## src/hdl/ttb_pkg.sv

```systemverilog
// Package for the text terminal buffer: character codes, default grid size,
// controller states and the command and status structs.
// No dependencies; ttb_ctrl, ttb_dp, the top level and the bench use it.
package ttb_pkg;

    // Field widths of the request and result ports.
    localparam int CHAR_W = 8;
    localparam int ROW_W  = 5;
    localparam int COL_W  = 6;

    // Default grid size.
    localparam int DEF_NUM_ROWS = 20;
    localparam int DEF_NUM_COLS = 60;

    // Character codes with a meaning of their own.
    localparam logic [CHAR_W-1:0] CH_BACKSPACE = 8'd8;
    localparam logic [CHAR_W-1:0] CH_NEWLINE   = 8'd10;
    localparam logic [CHAR_W-1:0] CH_SPACE     = 8'd32;

    // Controller states.
    typedef enum logic [2:0] {
        ST_INIT,
        ST_IDLE,
        ST_READ,
        ST_RDATA,
        ST_PUT,
        ST_SCROLL,
        ST_DONE
    } t_state;

    // Commands from the controller to the datapath.
    typedef struct packed {
        logic load_in;
        logic cnt_clr;
        logic cnt_inc;
        logic clr_en;
        logic put_en;
        logic scr_en;
        logic rd_cap;
        logic fin;
    } t_cmd;

    // Status from the datapath to the controller.
    typedef struct packed {
        logic req_read;
        logic init_last;
        logic need_scroll;
        logic scr_last;
        logic out_free;
    } t_sts;

endpackage

```

## src/hdl/ttb_ctrl.sv

```systemverilog
// Controller state machine of the text terminal buffer.
// Depends on ttb_pkg for the state type and the command and status structs.
module ttb_ctrl (
    input  logic          i_clk,
    input  logic          i_rst_n,
    input  logic          i_in_valid,
    output logic          o_in_stall,
    input  ttb_pkg::t_sts i_sts,
    output ttb_pkg::t_cmd o_cmd
);

    ttb_pkg::t_state r_state;
    ttb_pkg::t_state n_state;
    logic            w_accept;

    assign o_in_stall = (r_state != ttb_pkg::ST_IDLE);
    assign w_accept   = i_in_valid && !o_in_stall;

    // State register; reset starts the clearing pass.
    always_ff @(posedge i_clk) begin
        if (!i_rst_n) begin
            r_state <= ttb_pkg::ST_INIT;
        end else begin
            r_state <= n_state;
        end
    end

    // Next state.
    always_comb begin
        n_state = r_state;
        unique case (r_state)
            ttb_pkg::ST_INIT: begin
                if (i_sts.init_last) n_state = ttb_pkg::ST_IDLE;
            end
            ttb_pkg::ST_IDLE: begin
                if (w_accept) begin
                    n_state = i_sts.req_read ? ttb_pkg::ST_READ : ttb_pkg::ST_PUT;
                end
            end
            ttb_pkg::ST_READ: begin
                n_state = ttb_pkg::ST_RDATA;
            end
            ttb_pkg::ST_RDATA: begin
                n_state = ttb_pkg::ST_DONE;
            end
            ttb_pkg::ST_PUT: begin
                n_state = i_sts.need_scroll ? ttb_pkg::ST_SCROLL : ttb_pkg::ST_DONE;
            end
            ttb_pkg::ST_SCROLL: begin
                if (i_sts.scr_last) n_state = ttb_pkg::ST_DONE;
            end
            ttb_pkg::ST_DONE: begin
                if (i_sts.out_free) n_state = ttb_pkg::ST_IDLE;
            end
            default: begin
                n_state = ttb_pkg::ST_INIT;
            end
        endcase
    end

    // Commands for the datapath.
    always_comb begin
        o_cmd = '0;
        unique case (r_state)
            ttb_pkg::ST_INIT: begin
                o_cmd.clr_en  = 1'b1;
                o_cmd.cnt_inc = 1'b1;
            end
            ttb_pkg::ST_IDLE: begin
                o_cmd.load_in = w_accept;
            end
            ttb_pkg::ST_READ: begin
            end
            ttb_pkg::ST_RDATA: begin
                o_cmd.rd_cap = 1'b1;
            end
            ttb_pkg::ST_PUT: begin
                o_cmd.put_en  = 1'b1;
                o_cmd.cnt_clr = 1'b1;
            end
            ttb_pkg::ST_SCROLL: begin
                o_cmd.scr_en  = 1'b1;
                o_cmd.cnt_inc = 1'b1;
            end
            ttb_pkg::ST_DONE: begin
                o_cmd.fin = i_sts.out_free;
            end
            default: begin
            end
        endcase
    end

    // The result register is loaded only when it is free.
    a_fin_free: assert property (@(posedge i_clk) disable iff (!i_rst_n)
        o_cmd.fin |-> i_sts.out_free)
        else $error("result loaded while the previous one is still held");

    // The row clear sweep ends in the result state.
    a_scroll_end: assert property (@(posedge i_clk) disable iff (!i_rst_n)
        (r_state == ttb_pkg::ST_SCROLL && i_sts.scr_last) |=> (r_state == ttb_pkg::ST_DONE))
        else $error("row clear sweep did not end in the result state");

    // A put goes either to the row clear sweep or straight to the result state.
    a_put_next: assert property (@(posedge i_clk) disable iff (!i_rst_n)
        (r_state == ttb_pkg::ST_PUT)
            |=> (r_state == ttb_pkg::ST_SCROLL || r_state == ttb_pkg::ST_DONE))
        else $error("put did not move on to the sweep or the result state");

endmodule

```

## config.mk

```make
export PLATFORM = sky130hd
export DESIGN_NAME = ttb_ctrl
export DESIGN_NICKNAME = d
export VERILOG_FILES = /design/src/hdl/ttb_pkg.sv /design/src/hdl/ttb_ctrl.sv
export SDC_FILE = /design/constraint.sdc
export NUM_CORES = 1
export LEC_CHECK = 0
export BUFFER_PORTS_ARGS = -buffer_cell sky130_fd_sc_hd__buf_4
export CORE_AREA = 2 2 39 41
export DETAILED_ROUTE_END_ITERATION = 7
export DIE_AREA = 0 0 41 43
export PLACE_DENSITY = 0.53
export SLEW_MARGIN = 20
export SYNTH_ARGS = -nofsm -noshare
export SYNTH_HDL_FRONTEND = slang
export SYNTH_SLANG_ARGS = --single-unit
```

## constraint.sdc

```tcl
create_clock -name i_clk -period 1.3 [get_ports i_clk]
set_clock_uncertainty 0.2 [all_clocks]
set_input_delay 0.26 -clock i_clk [delete_from_list [all_inputs] [get_ports i_clk]]
set_output_delay 0.26 -clock i_clk [all_outputs]
set_load 0.05 [all_outputs]
```

==> impl_metrics.toml, run 1 <==
[placement]
detailedPlace.worstSlack_ns = -0.121
dp.final_hpwl_microns = 613
place.port_buffers = 16
placed_cell_area_sq_um = 510
place.gp.congestion = 0.673

[detailed_routing]
dr.pass1.iters = 1
drt_iter0_drc = 0
avgRoutedWirePerCell_microns = 11.6
drt-vias-per-instance = 4.69
vias = 394
final_antenna_net_count = 0
total_routed_length_microns = 971
drt_drc_violations_left = 0

[die]
top_level_ports = 17
initial_utilization = 0.207
core_area_sq_um = 1380
core.rowCount = 14
chipHeight_microns = 43
die_w_microns = 41
die_area_sq_um = 1760

[setup_path]
crit_path_max_fanout = 6
crit_type = "reg -> out"
arrival_time_worst_endpoint_ns = 1.14
timing.critical_path.max_delay_family = "flip-flops"
cp.required_ns = 0.84
worstSetupEndpointType = "output pin"
worstPathBufferInverterCount = 2
crit_path_max_incr_delay_ns = 0.37
path_common_cell = "sky130_fd_sc_hd__buf_6"
critical-path-slowest-cell = "sky130_fd_sc_hd__dfxtp_4"
cp-start-kind = "register"
crit_path_cell_trace = "buf_6 -> nor3_4 -> buf_6"

[power_and_ir_drop]
vdd_ir_drop_max_mv = 0.875
power_density_nw_per_um2 = 1690
p_leak_nw = 0.322

[synthesis]
mappedNetlistNets = 48
library_cells_used_by_synthesis = 20
dominantRegCellSynth = "sky130_fd_sc_hd__dfxtp_1"
part_of_the_yosys_area_used_for_sequential_elements = 0.210
mappedNetlistArea_sq_um = 287
synth.ff_latch_count = 3
synth_top_cells_by_area = "sky130_fd_sc_hd__dfxtp_1 21%, sky130_fd_sc_hd__buf_4 7.9%, sky130_fd_sc_hd__nor3b_1 7.9%, sky130_fd_sc_hd__mux2i_1 7.0%, sky130_fd_sc_hd__nor3_1 5.2%"
avgSynthCellArea_sq_um = 7.16
synth_edf_count = 0
yosys.cell_count.top_type = "sky130_fd_sc_hd__nand2_1"
yosys_warnings = 0
yosys_top_cell_area_share = 0.210
postSynth.asyncResetShare = 0
synthesis.instances = 40
synth_largest_area_cell = "sky130_fd_sc_hd__dfxtp_1"

[timing]
setup_slack_ns = -0.297
setup_total_negative_slack_ns = -2.48
min_period_over_period = 1.23
grt_setup_unrepaired = "yes"
finalHoldViolations = 0
max_clock_freq_mhz = 626
setup_violations = 12
finalWorstPathRequiredPeriod_ns = 1.60
max_slew_margin = 0.767
slew_viol_final = 0
transition_time_at_the_pin_with_the_least_slew_margin_ns = 0.345

[finish]
largest_register_ffs = 3
drive_gt1_frac = 0.794
biggestRegsByFlops = "r_state (3)"
utilization = 0.508
postLayoutCellArea_sq_um = 703
antenna_cells_inserted = 0
number_of_nets_in_the_layout = 77
layout-area-overhead-vs-synth_pct = 145
largest-register = "r_state"

[clock_network]
cts_htree_levels = 1
clock_tree_from_tritoncts = "done"
clkTransAtPathRegs_ns = 0.04
root_buffer = "sky130_fd_sc_hd__clkbuf_4"
cts_buffers = 3
clock-sinks = 3
cts_buffer_depth = 2
clk_latency_ns = 0.23

[grt]
grt_antenna_before_repair = 0
first_global_vias = 415
grt_use_total = 0.135
grt.overflow.total = 0
largest_net_degree_at_the_start_of_global_routing = 9
grt_first_pass_wirelength_microns = 1610

[run_status]
violations = "setup timing"
outcome = "complete, but fails checks"

[worst_hold_path]
hp-class = "in -> reg"

[flow_run]
maxCapViolCount = 0
-- per-stage QoR --
stage | std cells | total power [mW] | hold WS (ns)
3_3_place_gp | 76 | 0.793 | 0.351
5_1_grt | 84 | 1.26 | 0.128
3_5_place_dp | 76 | 0.795 | 0.357
6_report | 84 | 1.19 | 0.119
4_1_cts | 84 | 1.12 | 0.102
2_1_floorplan | 40 | 0.623 | 0.199
-- metal layers --
layer | GRT usage | wire [microns]
met1 | 0.131 | 336
met2 | 0.256 | 581
met3 | 0.0314 | 44
met4 | 0.0400 | 9
met5 | 0 | 0
-- worst reg2reg max path: stages, from the launching register on --
cell,delay [ns]
sky130_fd_sc_hd__dfxtp_4,0.40
sky130_fd_sc_hd__buf_2,0.19
sky130_fd_sc_hd__nor3b_2,0.20
sky130_fd_sc_hd__o21ai_2,0.09
sky130_fd_sc_hd__nand2_1,0.09
sky130_fd_sc_hd__mux2i_1,0.18
-- kinds of logic after synthesis --
logic type,synth area share
simple gates,0.393
compound gates,0.140
buf+inv,0.157
flops,0.210
mux,0.0699
xor+xnor,0.0306
-- layout by cell type, fill, tap and decap left out, types with 2 or more instances in the layout --
master,n
sky130_fd_sc_hd__nor2_4,2
sky130_fd_sc_hd__nand2_1,3
sky130_fd_sc_hd__nand2b_1,2
sky130_fd_sc_hd__o21ai_2,2
sky130_fd_sc_hd__nor3_4,3
sky130_fd_sc_hd__buf_6,13
sky130_fd_sc_hd__mux2i_1,2
sky130_fd_sc_hd__buf_8,2
sky130_fd_sc_hd__clkbuf_4,3
sky130_fd_sc_hd__a21oi_1,2
sky130_fd_sc_hd__and3_2,2
sky130_fd_sc_hd__buf_4,12
sky130_fd_sc_hd__nand2_4,2
sky130_fd_sc_hd__dfxtp_4,3
sky130_fd_sc_hd__nor3b_4,2
-- where the power goes --
part / internal [mW] / switching (mW)
Clock: 0.115 / 0.0506
Sequential: 0.122 / 0.0682
Combinational: 0.382 / 0.448
-- cell type report --
type	count	area (sq um)
well taps	16	20.0
inverters	3	16.3
clock buffers	4	26.3
fillers	134	681
repair buffers	28	272
multi-input cells	30	298
flip-flops and latches	3	71.3
-- path summary, 6_finish.rpt --
| kind | from | to | slack (ns) | cells past startpoint |
|---|---|---|---|---|
| setup reg to reg | r_state[1] | r_state[0] | -0.12 | 5 |
| hold / removal | i_rst_n | r_state[0] | 0.12 | 3 |
| setup / recovery | r_state[1] | o_cmd[3] | -0.30 | 3 |
| hold reg to reg | r_state[0] | r_state[0] | 0.48 | 3 |
-- repair_timing --
| item | 4_1_cts | 5_1_grt |
|---|---|---|
| hold buffers | 0 | 0 |
| gates resized for setup | 26 | 13 |
| setup buffers | 4 | 0 |
| endpoints found under the setup margin | 11 | 12 |
| endpoints found under the hold margin | 0 | 0 |
| pin swaps | 6 | 4 |
No activity file was read; power rests on OpenSTA's default activity.
==> run 2, diff against run 1 <==
- BUFFER_PORTS_ARGS: -buffer_cell sky130_fd_sc_hd__buf_4 -> -buffer_cell sky130_fd_sc_hd__buf_2
- MAX_ROUTING_LAYER: not set -> met4
- SETUP_SLACK_MARGIN: not set -> 0.02
==> run 2 against run 1 <==
Compared with the run above:
- critical path depth is the same
- clock power is essentially flat
- register-to-register slack is essentially flat
- first-iteration DRC count grew 2
- worst hold slack lost 0.016 ns
- power shrank 4.1%
- largest power group unchanged
- sequential power shrank 6%
- the run still ends with setup timing left
- sequential share of layout area grew 0.82 points
- setup slack gained 0.0024 ns
- critical path type unchanged
- cell area shrank 7.5%
- clock-buffer cell count is the same
==> impl_metrics.toml, run 2 (same netlist as run 1, synthesis figures left out) <==
[die]
core.rowCount = 14
die_area_sq_um = 1760
core_area_sq_um = 1380
chipHeight_microns = 43
initial_utilization = 0.207
die_w_microns = 41
top_level_ports = 17

[grt]
grt_use_met1 = 0.148
grt.met2_usage = 0.206
grt.overflow.total = 0
grt_use_total = 0.137
grt_antenna_before_repair = 0
globalRoute.busiestLayer = "met2"
grt_use_met3 = 0.0471
grt_first_pass_wirelength_microns = 1550
first_global_vias = 375
largest_net_degree_at_the_start_of_global_routing = 11

[timing]
grt_setup_unrepaired = "yes"
finalWorstPathRequiredPeriod_ns = 1.59
slew_viol_final = 0
hold-worst-slack_ns = 0.103
max_slew_margin = 0.764
setup_violations = 12
finalHoldViolations = 0
setup_slack_ns = -0.295
max_clock_freq_mhz = 627
min_period_over_period = 1.23
setup_total_negative_slack_ns = -2.60
transition_time_at_the_pin_with_the_least_slew_margin_ns = 0.350

[placement]
dp.final_hpwl_microns = 656
place.gp.congestion = 0.768
detailedPlace.worstSlack_ns = -0.150
placed_cell_area_sq_um = 500
place.port_buffers = 16
place.detailed.instances = 80

[detailed_routing]
avgRoutedWirePerCell_microns = 11.0
vias = 379
total_routed_length_microns = 950
drt-vias-per-instance = 4.41
drt_iter0_drc = 2
drt_drc_violations_left = 0
final_antenna_net_count = 0
dr.pass1.iters = 2

[finish]
layout-area-overhead-vs-synth_pct = 127
postLayoutCellArea_sq_um = 651
utilization = 0.470
antenna_cells_inserted = 0
largest-register = "r_state"
drive_gt1_frac = 0.700
biggestRegsByFlops = "r_state (3)"
fill_cells = 151
largest_register_ffs = 3
most_common_cell_after_layout_fill_and_taps_aside = "sky130_fd_sc_hd__buf_6"
final-instance-count-excl-fill = 86
mostFrequentLayoutCells = "12 x sky130_fd_sc_hd__buf_6, 10 x sky130_fd_sc_hd__buf_4, 7 x sky130_fd_sc_hd__buf_2, 4 x sky130_fd_sc_hd__nand2_1"
number_of_nets_in_the_layout = 79

[clock_network]
cts_htree_levels = 1
clock_tree_from_tritoncts = "done"
root_buffer = "sky130_fd_sc_hd__clkbuf_4"
cts_buffer_depth = 2
postCtsHoldBufs = 0
clkTransAtPathRegs_ns = 0.04
cts_buffers = 3
clock-sinks = 3
clk_latency_ns = 0.23

[setup_path]
crit_type = "reg -> out"
worst_r2r_path_depth = 6
source_of_the_critical_timing_path = "r_state[0]"
crit_path_max_fanout = 8
worst_case_register_to_register_setup_slack_ns = -0.12
cp.required_ns = 0.84
cp-start-kind = "register"
arrival_time_worst_endpoint_ns = 1.13
worst_r2r_endpoint = "r_state[0]"
worstSetupEndpointType = "output pin"
timing.rr.start = "r_state[0]"

[power_and_ir_drop]
internal_power_uw = 604
swShare = 0.469
pwr-share-seq = 0.157
power_frac_clock = 0.146
post-layout-total-power_mw = 1.14
power.share.combinational = 0.697
power_density_nw_per_um2 = 1750
p_leak_nw = 0.309
switchingPower_uw = 533
vdd_ir_drop_max_mv = 0.836

[worst_hold_path]
worstHoldStart = "i_rst_n"
min_delay_worst_endpoint = "r_state[2]"
whs_path_depth = 3
hp-class = "in -> reg"

[run_status]
outcome = "complete, but fails checks"
violations = "setup timing"

[flow_run]
maxCapViolCount = 0
[run 2: worst max-delay path by stage]
stage	slack (ns)	end	cells past startpoint
after floorplan	-0.37	o_cmd[6]	4
after detailed placement	-0.15	o_cmd[7]	3
after CTS	-0.31	o_cmd[6]	3
after global routing	-0.35	o_cmd[6]	3
final	-0.29	o_cmd[6]	3
after global placement	-0.14	o_cmd[6]	3
[run 2: repair_timing]
| action | CTS | global route |
|---|---|---|
| setup endpoints to repair | 12 | 12 |
| resized for setup | 26 | 5 |
| setup buffers | 0 | 2 |
| pin swaps | 2 | 2 |
[run 2: final cells by class]
class | instances | area (sq um) | share of cell area
timing repair buffer | 30 | 260 | 0.400
multi-input combinational | 30 | 256 | 0.394
sequential | 3 | 71.3 | 0.110
clock buffer | 4 | 26.3 | 0.0404
tap | 16 | 20.0 | 0.0308
inverter | 3 | 16.3 | 0.0250
[run 2: routing by layer]
layer  wire length [microns]  part of all wire  up-vias
met2                     552              0.58        7
met3                      28             0.029        0
met1                     368              0.39      177
met5                       0                 0        -
met4                       0                 0        0
li1                        -                 -      195
[run 2: critical path: stages, from the launching register on]
cell	delay (ns)
sky130_fd_sc_hd__dfxtp_4	0.37
sky130_fd_sc_hd__buf_6	0.12
sky130_fd_sc_hd__nor3_4	0.22
sky130_fd_sc_hd__buf_6	0.19
[run 2: power groups by stage]
| stage | logic [mW] | registers, mW | clock network [mW] |
|---|---|---|---|
| global placement | 0.610 | 0.173 | 0 |
| CTS | 0.722 | 0.187 | 0.173 |
| finish | 0.792 | 0.178 | 0.165 |
| floorplan | 0.488 | 0.135 | 0 |
| detailed placement | 0.609 | 0.175 | 0 |
| global route | 0.839 | 0.185 | 0.185 |
==> run 3, diff against run 2 <==
- GPL_TIMING_DRIVEN: not set -> 0
- REMOVE_ABC_BUFFERS: not set -> 1
==> run 3 against run 2 <==
Compared with the run above:
- the flow still finishes with violations (setup timing)
- critical endpoint is now o_cmd[3]
- combinational power fell by 21%
- largest cell class is now multi-input combinational cells
- core utilization decreased by 7.3 points
- wire length decreased by 1.8%
- critical path depth unchanged
- critical path type unchanged
- sequential share of layout area grew 2.0 points
- largest power group unchanged
==> impl_metrics.toml, run 3 (same netlist as run 1, synthesis figures left out) <==
[run_status]
outcome = "complete, but fails checks"
violations = "setup timing"

[finish]
biggestRegsByFlops = "r_state (3)"
mostFrequentLayoutCells = "10 x sky130_fd_sc_hd__buf_6, 7 x sky130_fd_sc_hd__buf_2, 7 x sky130_fd_sc_hd__buf_4"
final-instance-count-excl-fill = 80
number_of_nets_in_the_layout = 73
antenna_cells_inserted = 0
ff_latch_area_sq_um = 71.3
largest-register = "r_state"
largest_register_ffs = 3
area_of_the_multi_input_gates_sq_um = 218
utilization = 0.397
fill_cells = 154
drive_gt1_frac = 0.609
most_common_cell_after_layout_fill_and_taps_aside = "sky130_fd_sc_hd__buf_6"
postLayoutCellArea_sq_um = 549
layout-area-overhead-vs-synth_pct = 91.7

[power_and_ir_drop]
pwr-share-seq = 0.192
power_frac_clock = 0.173
swShare = 0.498
power_density_nw_per_um2 = 1800
p_leak_nw = 0.264
internal_power_uw = 496
vdd_ir_drop_max_mv = 0.782
switchingPower_uw = 491
post-layout-total-power_uw = 987
power.share.combinational = 0.636

[die]
die_w_microns = 41
top_level_ports = 17
core.rowCount = 14
chipHeight_microns = 43
die_area_sq_um = 1760
core_area_sq_um = 1380
initial_utilization = 0.207

[clock_network]
clock_tree_from_tritoncts = "done"
clk_latency_ns = 0.24
root_buffer = "sky130_fd_sc_hd__clkbuf_4"
clock-sinks = 3
cts_buffers = 3
cts_htree_levels = 1
cts_buffer_depth = 2
clkTransAtPathRegs_ns = 0.04

[setup_path]
crit_type = "reg -> out"
worstSetupEndpointType = "output pin"
arrival_time_worst_endpoint_ns = 1.10
crit_path_max_fanout = 7
cp-start-kind = "register"
cp.required_ns = 0.84

[detailed_routing]
drt_iter0_drc = 1
avgRoutedWirePerCell_microns = 11.7
dr.pass1.iters = 3
vias = 358
total_routed_length_microns = 933
drt-vias-per-instance = 4.48
final_antenna_net_count = 0
drt_drc_violations_left = 0

[timing]
min_period_over_period = 1.20
slew_viol_final = 0
setup_violations = 12
grt_setup_unrepaired = "yes"
max_clock_freq_mhz = 640
setup_total_negative_slack_ns = -2.40
finalHoldViolations = 0
max_slew_margin = 0.757
hold-worst-slack_ns = 0.117
finalWorstPathRequiredPeriod_ns = 1.56
transition_time_at_the_pin_with_the_least_slew_margin_ns = 0.360
setup_slack_ns = -0.263

[grt]
grt_use_total = 0.140
grt.overflow.total = 0
grt_antenna_before_repair = 0
largest_net_degree_at_the_start_of_global_routing = 11
first_global_vias = 404
grt_first_pass_wirelength_microns = 1600

[placement]
place.detailed.instances = 68
placed_cell_area_sq_um = 353
place.gp.congestion = 0.728
place.port_buffers = 16
dp.final_hpwl_microns = 510
detailedPlace.worstSlack_ns = -0.361

[worst_hold_path]
hp-class = "in -> reg"

[flow_run]
maxCapViolCount = 0
==> run 3: cell types whose count changed in the layout (fill, tap and decap cells not counted), sizes merged <==
| cell | change |
|---|---|
| buf | -6 |
==> run 3: path summary, 6_finish.rpt <==
kind | startpoint | endpoint | slack (ns) | depth (start not counted)
worst min register to register | r_state[0] | r_state[0] | 0.36 | 2
worst max register to register | r_state[0] | r_state[1] | -0.18 | 4
worst min-delay path | i_sts[0] | r_state[1] | 0.12 | 3
worst max-delay path | r_state[2] | o_cmd[3] | -0.26 | 3
==> run 3: power groups by stage <==
stage	Combinational [mW]	Sequential (mW)	Clock [mW]
global placement	0.421	0.180	0
CTS	0.603	0.191	0.173
detailed placement	0.424	0.181	0
finish	0.627	0.189	0.170
global route	0.670	0.201	0.178
floorplan	0.341	0.162	0
==> run 3: layer usage <==
metal,GRT usage,up-vias,routed length [microns]
met5,-,-,0
met4,0.0600,0,14
met3,0.0314,2,43
met2,0.228,11,509
met1,0.154,160,366
li1,-,185,-
==> run 3: worst max-delay path, cell delays in order (launching register included) <==
cell and delay [ns]:
sky130_fd_sc_hd__dfxtp_4 0.41, sky130_fd_sc_hd__inv_4 0.06, sky130_fd_sc_hd__nor3_4 0.20, sky130_fd_sc_hd__buf_6 0.19
==> run 3: what timing repair did <==
action,in CTS,in global routing
setup endpoints to repair,12,12
gates cloned,0,0
setup buffers,8,0
resized for setup,36,2
pin swaps,4,1
hold buffers,0,0
==> run 3: layout make-up <==
type,instances,share of cell area
inverters,3,0.0251
repair buffers,24,0.364
well taps,16,0.0364
flip-flops and latches,3,0.130
clock buffers,4,0.0478
multi-input cells,30,0.396
